`src/rtl/core/scpb_pkg.sv`:
```
package scpb_pkg;

   localparam int PKT_BODY_MAX = 17;
   localparam int IDX_W = $clog2(PKT_BODY_MAX + 1);

   typedef enum logic [2:0] {
      OP_PING      = 3'd0,
      OP_SET_LIMIT = 3'd1,
      OP_WRITE     = 3'd2,
      OP_REG_WRITE = 3'd3,
      OP_ACTION    = 3'd4,
      OP_SYNC_TWO  = 3'd5
   } op_type;

   localparam logic [7:0] HEADER_BYTE    = 8'hFF;
   localparam logic [7:0] BROADCAST_ID   = 8'hFE;
   localparam logic [7:0] INS_PING       = 8'h01;
   localparam logic [7:0] INS_WRITE      = 8'h03;
   localparam logic [7:0] INS_REG_WRITE  = 8'h04;
   localparam logic [7:0] INS_ACTION     = 8'h05;
   localparam logic [7:0] INS_SYNC_WRITE = 8'h83;
   localparam logic [7:0] ADDR_CW_LIMIT  = 8'h06;
   localparam logic [7:0] ADDR_GOAL      = 8'h1E;
   localparam logic [7:0] LEN_SHORT      = 8'd2;
   localparam logic [7:0] LEN_WRITE      = 8'd7;
   localparam logic [7:0] LEN_SYNC       = 8'd14;
   localparam logic [7:0] SYNC_DATA_LEN  = 8'd4;
   localparam logic [15:0] CLAMP_MAX     = 16'd1023;

   localparam logic [IDX_W-1:0] BODY_LEN_SHORT = IDX_W'(5);
   localparam logic [IDX_W-1:0] BODY_LEN_WRITE = IDX_W'(10);
   localparam logic [IDX_W-1:0] BODY_LEN_SYNC  = IDX_W'(17);

   typedef struct packed {
      logic [IDX_W-1:0]                   body_len;
      logic [PKT_BODY_MAX-1:0][7:0]       pkt_bytes;
   } pkt_desc_type;

   function automatic logic [15:0] clamp10(input logic [15:0] v);
      clamp10 = (v > CLAMP_MAX) ? CLAMP_MAX : v;
   endfunction

endpackage

```
`src/rtl/core/scpb_front.sv`:
```
module scpb_front (
   input  logic [2:0]            req_operation,
   input  logic [7:0]            req_servo_id,
   input  logic [15:0]           req_position_or_cw_limit,
   input  logic [15:0]           req_speed_or_ccw_limit,
   input  logic [7:0]            req_second_servo_id,
   input  logic [15:0]           req_second_position,
   input  logic [15:0]           req_second_speed,
   output logic                  known_op,
   output scpb_pkg::pkt_desc_type desc
);
   import scpb_pkg::*;

   logic [15:0] a_clamped;
   logic [15:0] b_clamped;

   assign a_clamped = clamp10(req_position_or_cw_limit);
   assign b_clamped = clamp10(req_speed_or_ccw_limit);

   always_comb begin
      known_op       = 1'b1;
      desc.body_len  = BODY_LEN_SHORT;
      desc.pkt_bytes = '0;
      desc.pkt_bytes[0] = HEADER_BYTE;
      desc.pkt_bytes[1] = HEADER_BYTE;
      case (req_operation)
         OP_PING: begin
            desc.pkt_bytes[2] = req_servo_id;
            desc.pkt_bytes[3] = LEN_SHORT;
            desc.pkt_bytes[4] = INS_PING;
         end
         OP_SET_LIMIT, OP_WRITE: begin
            desc.body_len     = BODY_LEN_WRITE;
            desc.pkt_bytes[2] = req_servo_id;
            desc.pkt_bytes[3] = LEN_WRITE;
            desc.pkt_bytes[4] = INS_WRITE;
            desc.pkt_bytes[5] = (req_operation == OP_SET_LIMIT) ? ADDR_CW_LIMIT : ADDR_GOAL;
            desc.pkt_bytes[6] = a_clamped[7:0];
            desc.pkt_bytes[7] = a_clamped[15:8];
            desc.pkt_bytes[8] = b_clamped[7:0];
            desc.pkt_bytes[9] = b_clamped[15:8];
         end
         OP_REG_WRITE: begin
            desc.body_len     = BODY_LEN_WRITE;
            desc.pkt_bytes[2] = req_servo_id;
            desc.pkt_bytes[3] = LEN_WRITE;
            desc.pkt_bytes[4] = INS_REG_WRITE;
            desc.pkt_bytes[5] = ADDR_GOAL;
            desc.pkt_bytes[6] = req_position_or_cw_limit[7:0];
            desc.pkt_bytes[7] = req_position_or_cw_limit[15:8];
            desc.pkt_bytes[8] = req_speed_or_ccw_limit[7:0];
            desc.pkt_bytes[9] = req_speed_or_ccw_limit[15:8];
         end
         OP_ACTION: begin
            desc.pkt_bytes[2] = BROADCAST_ID;
            desc.pkt_bytes[3] = LEN_SHORT;
            desc.pkt_bytes[4] = INS_ACTION;
         end
         OP_SYNC_TWO: begin
            desc.body_len      = BODY_LEN_SYNC;
            desc.pkt_bytes[2]  = BROADCAST_ID;
            desc.pkt_bytes[3]  = LEN_SYNC;
            desc.pkt_bytes[4]  = INS_SYNC_WRITE;
            desc.pkt_bytes[5]  = ADDR_GOAL;
            desc.pkt_bytes[6]  = SYNC_DATA_LEN;
            desc.pkt_bytes[7]  = req_servo_id;
            desc.pkt_bytes[8]  = req_position_or_cw_limit[7:0];
            desc.pkt_bytes[9]  = req_position_or_cw_limit[15:8];
            desc.pkt_bytes[10] = req_speed_or_ccw_limit[7:0];
            desc.pkt_bytes[11] = req_speed_or_ccw_limit[15:8];
            desc.pkt_bytes[12] = req_second_servo_id;
            desc.pkt_bytes[13] = req_second_position[7:0];
            desc.pkt_bytes[14] = req_second_position[15:8];
            desc.pkt_bytes[15] = req_second_speed[7:0];
            desc.pkt_bytes[16] = req_second_speed[15:8];
         end
         default: begin
            known_op = 1'b0;
         end
      endcase
   end

endmodule

```
`src/rtl/core/scpb_queue.sv`:
```
module scpb_queue (
   input  logic                   clock,
   input  logic                   reset,
   input  logic                   push,
   input  scpb_pkg::pkt_desc_type push_desc,
   input  logic                   pop,
   output logic                   full,
   output logic                   empty,
   output scpb_pkg::pkt_desc_type head
);
   import scpb_pkg::*;

   pkt_desc_type slot_ff [2];
   logic         wr_ptr_ff, wr_ptr_in;
   logic         rd_ptr_ff, rd_ptr_in;
   logic [1:0]   count_ff, count_in;

   assign full  = (count_ff == 2'd2);
   assign empty = (count_ff == 2'd0);
   assign head  = slot_ff[rd_ptr_ff];

   always_comb begin
      wr_ptr_in = push ? ~wr_ptr_ff : wr_ptr_ff;
      rd_ptr_in = pop  ? ~rd_ptr_ff : rd_ptr_ff;
      count_in  = count_ff + {1'b0, push} - {1'b0, pop};
   end

   always_ff @(posedge clock) begin
      if (push) begin
         slot_ff[wr_ptr_ff] <= push_desc;
      end
   end

   always_ff @(posedge clock) begin
      if (reset) begin
         wr_ptr_ff <= 1'b0;
         rd_ptr_ff <= 1'b0;
         count_ff  <= 2'd0;
      end else begin
         wr_ptr_ff <= wr_ptr_in;
         rd_ptr_ff <= rd_ptr_in;
         count_ff  <= count_in;
      end
   end

endmodule

```
`src/rtl/core/scpb_back.sv`:
```
module scpb_back (
   input  logic                   clock,
   input  logic                   reset,
   input  logic                   empty,
   input  scpb_pkg::pkt_desc_type head,
   output logic                   pop,
   output logic                   rsp_valid,
   input  logic                   rsp_ready,
   output logic [7:0]             rsp_packet_byte,
   output logic                   rsp_last_byte
);
   import scpb_pkg::*;

   logic [IDX_W-1:0] idx_ff, idx_in;
   logic [7:0]       sum_ff, sum_in;
   logic             rsp_valid_ff, rsp_valid_in;
   logic [7:0]       byte_ff, byte_in;
   logic             last_ff, last_in;
   logic             advance;
   logic             fire;
   logic             at_checksum;
   logic [7:0]       body_byte;

   assign advance     = !rsp_valid_ff || rsp_ready;
   assign fire        = advance && !empty;
   assign at_checksum = (idx_ff >= head.body_len);
   assign body_byte   = head.pkt_bytes[idx_ff[IDX_W-1:0]];
   assign pop         = fire && at_checksum;

   always_comb begin
      idx_in       = idx_ff;
      sum_in       = sum_ff;
      byte_in      = byte_ff;
      last_in      = last_ff;
      rsp_valid_in = advance ? 1'b0 : rsp_valid_ff;
      if (fire) begin
         rsp_valid_in = 1'b1;
         if (at_checksum) begin
            byte_in = ~sum_ff;
            last_in = 1'b1;
            idx_in  = '0;
            sum_in  = 8'd0;
         end else begin
            byte_in = body_byte;
            last_in = 1'b0;
            idx_in  = idx_ff + IDX_W'(1);
            if (idx_ff >= IDX_W'(2)) begin
               sum_in = sum_ff + body_byte;
            end
         end
      end
   end

   always_ff @(posedge clock) begin
      byte_ff <= byte_in;
      last_ff <= last_in;
   end

   always_ff @(posedge clock) begin
      if (reset) begin
         idx_ff       <= '0;
         sum_ff       <= 8'd0;
         rsp_valid_ff <= 1'b0;
      end else begin
         idx_ff       <= idx_in;
         sum_ff       <= sum_in;
         rsp_valid_ff <= rsp_valid_in;
      end
   end

   assign rsp_valid       = rsp_valid_ff;
   assign rsp_packet_byte = byte_ff;
   assign rsp_last_byte   = last_ff;

endmodule

```
`src/rtl/core/servo_command_packet_builder_core.sv`:
```
// An accepted command is first written into the command queue; its first packet byte is then
// registered in the back end's output register. Throughput: one packet byte per cycle while
// rsp_ready holds; a packet has 6 bytes for ping and action, 11 for writes, 18 for sync.
// The byte sequencer in the back end emits them, ending with the checksum byte.
// Reset (synchronous, active high) empties the command queue and the output.
module servo_command_packet_builder_core (
   input  logic        clock,
   input  logic        reset,
   input  logic        req_valid,
   output logic        req_ready,
   input  logic [2:0]  req_operation,
   input  logic [7:0]  req_servo_id,
   input  logic [15:0] req_position_or_cw_limit,
   input  logic [15:0] req_speed_or_ccw_limit,
   input  logic [7:0]  req_second_servo_id,
   input  logic [15:0] req_second_position,
   input  logic [15:0] req_second_speed,
   output logic        rsp_valid,
   input  logic        rsp_ready,
   output logic [7:0]  rsp_packet_byte,
   output logic        rsp_last_byte
);
   import scpb_pkg::*;

   pkt_desc_type front_desc;
   pkt_desc_type q_head;
   logic         known_op;
   logic         q_push;
   logic         q_pop;
   logic         q_full;
   logic         q_empty;

   scpb_front u_front (
      .req_operation            (req_operation),
      .req_servo_id             (req_servo_id),
      .req_position_or_cw_limit (req_position_or_cw_limit),
      .req_speed_or_ccw_limit   (req_speed_or_ccw_limit),
      .req_second_servo_id      (req_second_servo_id),
      .req_second_position      (req_second_position),
      .req_second_speed         (req_second_speed),
      .known_op                 (known_op),
      .desc                     (front_desc)
   );

   assign req_ready = !q_full;
   assign q_push    = req_valid && req_ready && known_op;

   scpb_queue u_queue (
      .clock     (clock),
      .reset     (reset),
      .push      (q_push),
      .push_desc (front_desc),
      .pop       (q_pop),
      .full      (q_full),
      .empty     (q_empty),
      .head      (q_head)
   );

   scpb_back u_back (
      .clock           (clock),
      .reset           (reset),
      .empty           (q_empty),
      .head            (q_head),
      .pop             (q_pop),
      .rsp_valid       (rsp_valid),
      .rsp_ready       (rsp_ready),
      .rsp_packet_byte (rsp_packet_byte),
      .rsp_last_byte   (rsp_last_byte)
   );

   a_pop_nonempty: assert property (@(posedge clock) disable iff (reset)
      q_pop |-> !q_empty)
      else $error("queue popped while empty");

   a_push_not_full: assert property (@(posedge clock) disable iff (reset)
      q_push |-> !q_full)
      else $error("queue pushed while full");

   a_last_on_pop: assert property (@(posedge clock) disable iff (reset)
      q_pop |=> (rsp_valid && rsp_last_byte))
      else $error("checksum byte not marked last after packet end");

endmodule
```
`config.mk`:
```
export PLATFORM = sky130hd
export DESIGN_NAME = servo_command_packet_builder_core
export DESIGN_NICKNAME = d
export VERILOG_FILES = /design/src/rtl/core/scpb_pkg.sv /design/src/rtl/core/scpb_front.sv /design/src/rtl/core/scpb_queue.sv /design/src/rtl/core/scpb_back.sv /design/src/rtl/core/servo_command_packet_builder_core.sv
export SDC_FILE = /design/constraint.sdc
export NUM_CORES = 1
export LEC_CHECK = 0
export ABC_AREA = 1
export BUFFER_PORTS_ARGS = -buffer_cell sky130_fd_sc_hd__buf_2
export CORE_ASPECT_RATIO = 0.75
export CORE_UTILIZATION = 60
export DETAILED_ROUTE_END_ITERATION = 16
export PLACE_DENSITY_LB_ADDON = 0.2
export SLEW_MARGIN = 20
export SYNTH_ARGS = -nofsm -noshare
export SYNTH_HDL_FRONTEND = slang
export SYNTH_SLANG_ARGS = --single-unit
```
`constraint.sdc`:
```
create_clock -name clock -period 8.7 [get_ports clock]
set_clock_uncertainty 0.05 [all_clocks]
set_input_delay 2.61 -clock clock [delete_from_list [all_inputs] [get_ports clock]]
set_output_delay 2.61 -clock clock [all_outputs]
set_load 0.05 [all_outputs]
```
==> results by group <==
Setup path
  – CP Class: input pin to flip-flop
  – Crit. End Element: flip-flop
  – Worst-path fanout max: 52
  – Critical R2R Capture: u_back.sum_ff[6]
  – CP startpoint kind: input pin
  – Max incr delay on CP: roughly 0.66 ns
  – Max stage delay cell, worst path: buf_4
  – R2R setup slack: 3.99 ns
  – Critical Path AT: 4.95 ns
  – Cell breakdown of the critical path: buf_2, nand2_1, nand3_1, nor2_4, buf_4, buf_4
  – Beginning of the critical path: req_operation[1]
  – Crit path top cell by count: buf_4
  – Stages on worst setup path: 6
  – Crit path max-delay family: buffers and inverters
  – Crit path buf inv count: 3
  – Required time of the worst setup path: 8.81 ns
  – R2R cell count: 18
  – Crit path capture: u_queue.slot_ff[1][8]

Floorplanning
  – Core area: 17900 um^2
  – DIE AREA: roughly 19000 um^2
  – Die Wd: between 150 and 200 um
  – Rows: 42
  – Die height: roughly 120 um
  – I/O pins: 98
  – Starting Density: between 60 and 70%

Layout
  – Final Util: a little over two thirds
  – Number of fill cells: around 1300
  – # diodes: 0
  – Non-filler cells, final: ~1400
  – Final Instance Area: 12500 um^2
  – Final #Nets: roughly 1200
  – Layout area overhead: 12.1%
  – Layout cell share with drive strength beyond 1: around 15%

Global route
  – Largest net degree at the start of global routing: 94
  – Antenna violations before repair: 1
  – Total GRT Usage: between 20 and 30%
  – Global-route wire length before repair: roughly 40 mm
  – Grt ovf: 0
  – Vias in the first global route: about 7300

STA
  – Setup tns final: 0 ns
  – Slew HR: 34.3%
  – Fin worst setup slack: 3.86 ns
  – Hold_ws: 0.437 ns
  – RSZ-0062 raised after global routing: no
  – # setup viols final: 0
  – Tmin final: 4.84 ns
  – Max Clock Freq: slightly above 0.2 GHz
  – Final Hold Fails: 0
  – Final cycle utilization of the critical path: 55.6%
  – Fin. max-slew vios: 0
  – Worst Tran Pin Value: ~1 ns

CTS
  – Clock sinks: between 200 and 250
  – Clk_lat worst skew: between 0.5 and 0.6 ns
  – Clock buffer depth: 3
  – Post-CTS Setup Bufs: 0
  – CTS resizes: 0
  – CTS tree: built
  – Clk Tree Root Cell: clkbuf_16
  – Hold Buf Count CTS: 0
  – H-tree depth: 1
  – CTS Buf Count: 24
  – Clk pin slew, worst setup/hold paths: about 0.060 ns

Route
  – Initial DRC Count: 845
  – Vias post-DR: approximately 8000
  – Vias per cell: between 5 and 6
  – Router iterations before antenna repair: 5
  – DRT Wirelength: 25.6 mm
  – Post-route DRC: 0
  – Avg WL per Cell: 18.3 um
  – Post-route ant nets: 0

Place
  – Pre-CTS WS: between 3 and 4 ns
  – DP HPWL: about 16 mm
  – Routability congestion estimate from global placement: 0.829
  – Area post-placement: between 10000 and 15000 um^2
  – Post-Place Cells: approximately 1400
  – PortBufs: between 90 and 100

Min path
  – Hold path start: u_back.sum_ff[2]
  – Hold Crit Class: flip-flop to flip-flop

Synthesis
  – Ys async rst share: 0%
  – Sequential cell area fraction in the yosys report: 64.0%
  – Synth Instances: ~1000
  – Ys flop type: edfxtp_1
  – Syn Nets: around 1200
  – Largest area contributor in the synthesized netlist: edfxtp_1
  – Post-synth EDFFs: ~230
  – Top cells by area, synth: edfxtp_1 61%, nor2_1 5.6%, nand2_1 5.4%, inv_1 4.1%, o21ai_0 4.1%
  – Yosys top cell area share: approximately three fifths
  – Synth cell types: between 40 and 50
  – YS warnings: 0
  – Synthesized area per cell: 10.6 um^2
  – FF+latch count, synth: approximately 240
  – Synth Cell Area: roughly 11000 um^2

Run status
  – Status: finished clean

Power and ir drop
  – Leak Pwr: slightly above 5 nW
  – Peak VDD IR: 0.000143 V
  – Pwr/cell area: ~250 nW/um^2
  – Total power: 3.16 mW

Job
  – Max cap viols: 0
cell usage after synthesis (2+ instances only):
master and number:
nand2_2 4, o221ai_1 8, xor2_1 4, o31ai_2 2, a31oi_1 2, nor2_8 2
mux2i_1 11, a21oi_1 32, clkbuf_1 13, nand2_1 160, ha_1 16, edfxtp_1 225
inv_2 2, dfxtp_1 19, o22ai_1 44, nand3_1 31, a22o_1 2, nor3_1 2
buf_2 11, nor2_1 166, a21oi_2 2, o21ai_1 11, o2111ai_1 2, nand4_1 7
o211ai_1 10, inv_1 122, nor3b_1 2, o21ai_2 5, clkinv_1 2, o21ai_0 91
or2_2 4, buf_4 4, buf_1 6, clkbuf_8 5, buf_6 8
layout by cell type (no fill, tap or decap), types with 4 or more instances in the layout:
master / n
o211ai_1: 10
or2_2: 4
ha_1: 16
o221ai_1: 8
edfxtp_1: 225
nand2_2: 5
buf_4: 10
nor2_1: 164
o22ai_1: 44
o21ai_0: 91
clkbuf_16: 24
dfxtp_1: 18
a21oi_1: 32
buf_2: 97
mux2i_1: 11
nand3_1: 31
nand4_1: 7
o21ai_1: 11
o21ai_2: 5
clkinv_1: 10
nand2_1: 159
xor2_1: 4
inv_1: 121
flip-flops by register name (all words and copies together), names as in the netlist, named ones only:
signal / cells
u_queue.wr_ptr_ff: 1
u_queue.rd_ptr_ff: 1
u_back.idx_ff: 5
u_back.rsp_valid: 1
u_queue.count_ff: 2
u_back.rsp_last_byte: 1
u_queue.slot_ff: 216
u_back.rsp_packet_byte: 8
u_back.sum_ff: 8
cell families (layout without fill, tap and decap cells):
group                      Yosys count  in the layout  synth area share (%)
adders and majority gates           17             17                  1.97
DFF                                244            244                  64.0
muxes                               11             11                 0.987
AOI/OAI and AO/OA                  215            215                  11.3
and+or+nand+nor                    384            384                  14.3
xor gates and xnor gates             4              4                 0.314
buffers and inverters              174            278                  7.12
worst min-delay path: cells and delay by family (launching register included):
kind | cells | cell delay [ns]
DFF | 1 | 0.32
AOI/OAI and AO/OA | 1 | 0.05
and+or+nand+nor | 1 | 0.06
power breakdown:
part	switching, mW	internal (mW)
logic	0.478	0.204
clock network	0.424	0.595
registers	0.0455	1.41
total	0.948	2.21
worst min-delay path by stage:
stage          slack (ns)  cells past startpoint                 to
2_1_floorplan        0.40                      2  u_queue.rd_ptr_ff
3_3_place_gp         0.42                      2   u_back.sum_ff[0]
3_5_place_dp         0.42                      2          flip-flop
4_1_cts              0.43                      2   u_back.sum_ff[2]
5_1_grt              0.45                      2   u_back.sum_ff[2]
6_report             0.44                      2   u_back.sum_ff[2]
final cells by class:
cell class                      count  area (um^2)  share of cell area, %
Timing Repair Buffer              107          561                   4.48
Tap cell                          242          303                   2.42
Sequential cell                   244         7140                   57.1
Clock buffer                       27          612                   4.89
Inverter                          127          479                   3.83
Multi-Input combinational cell    631         3240                   25.9
Clock inverter                     17          166                   1.33
layer usage:
layer	global-route usage, %	vias up	routed length (um)
met3	5.57	42	2590
met1	41.4	3668	11500
met2	39.7	404	10900
met5	0	-	0
li1	-	3797	-
met4	7.69	0	592
Power figures use the tool's default switching activity.
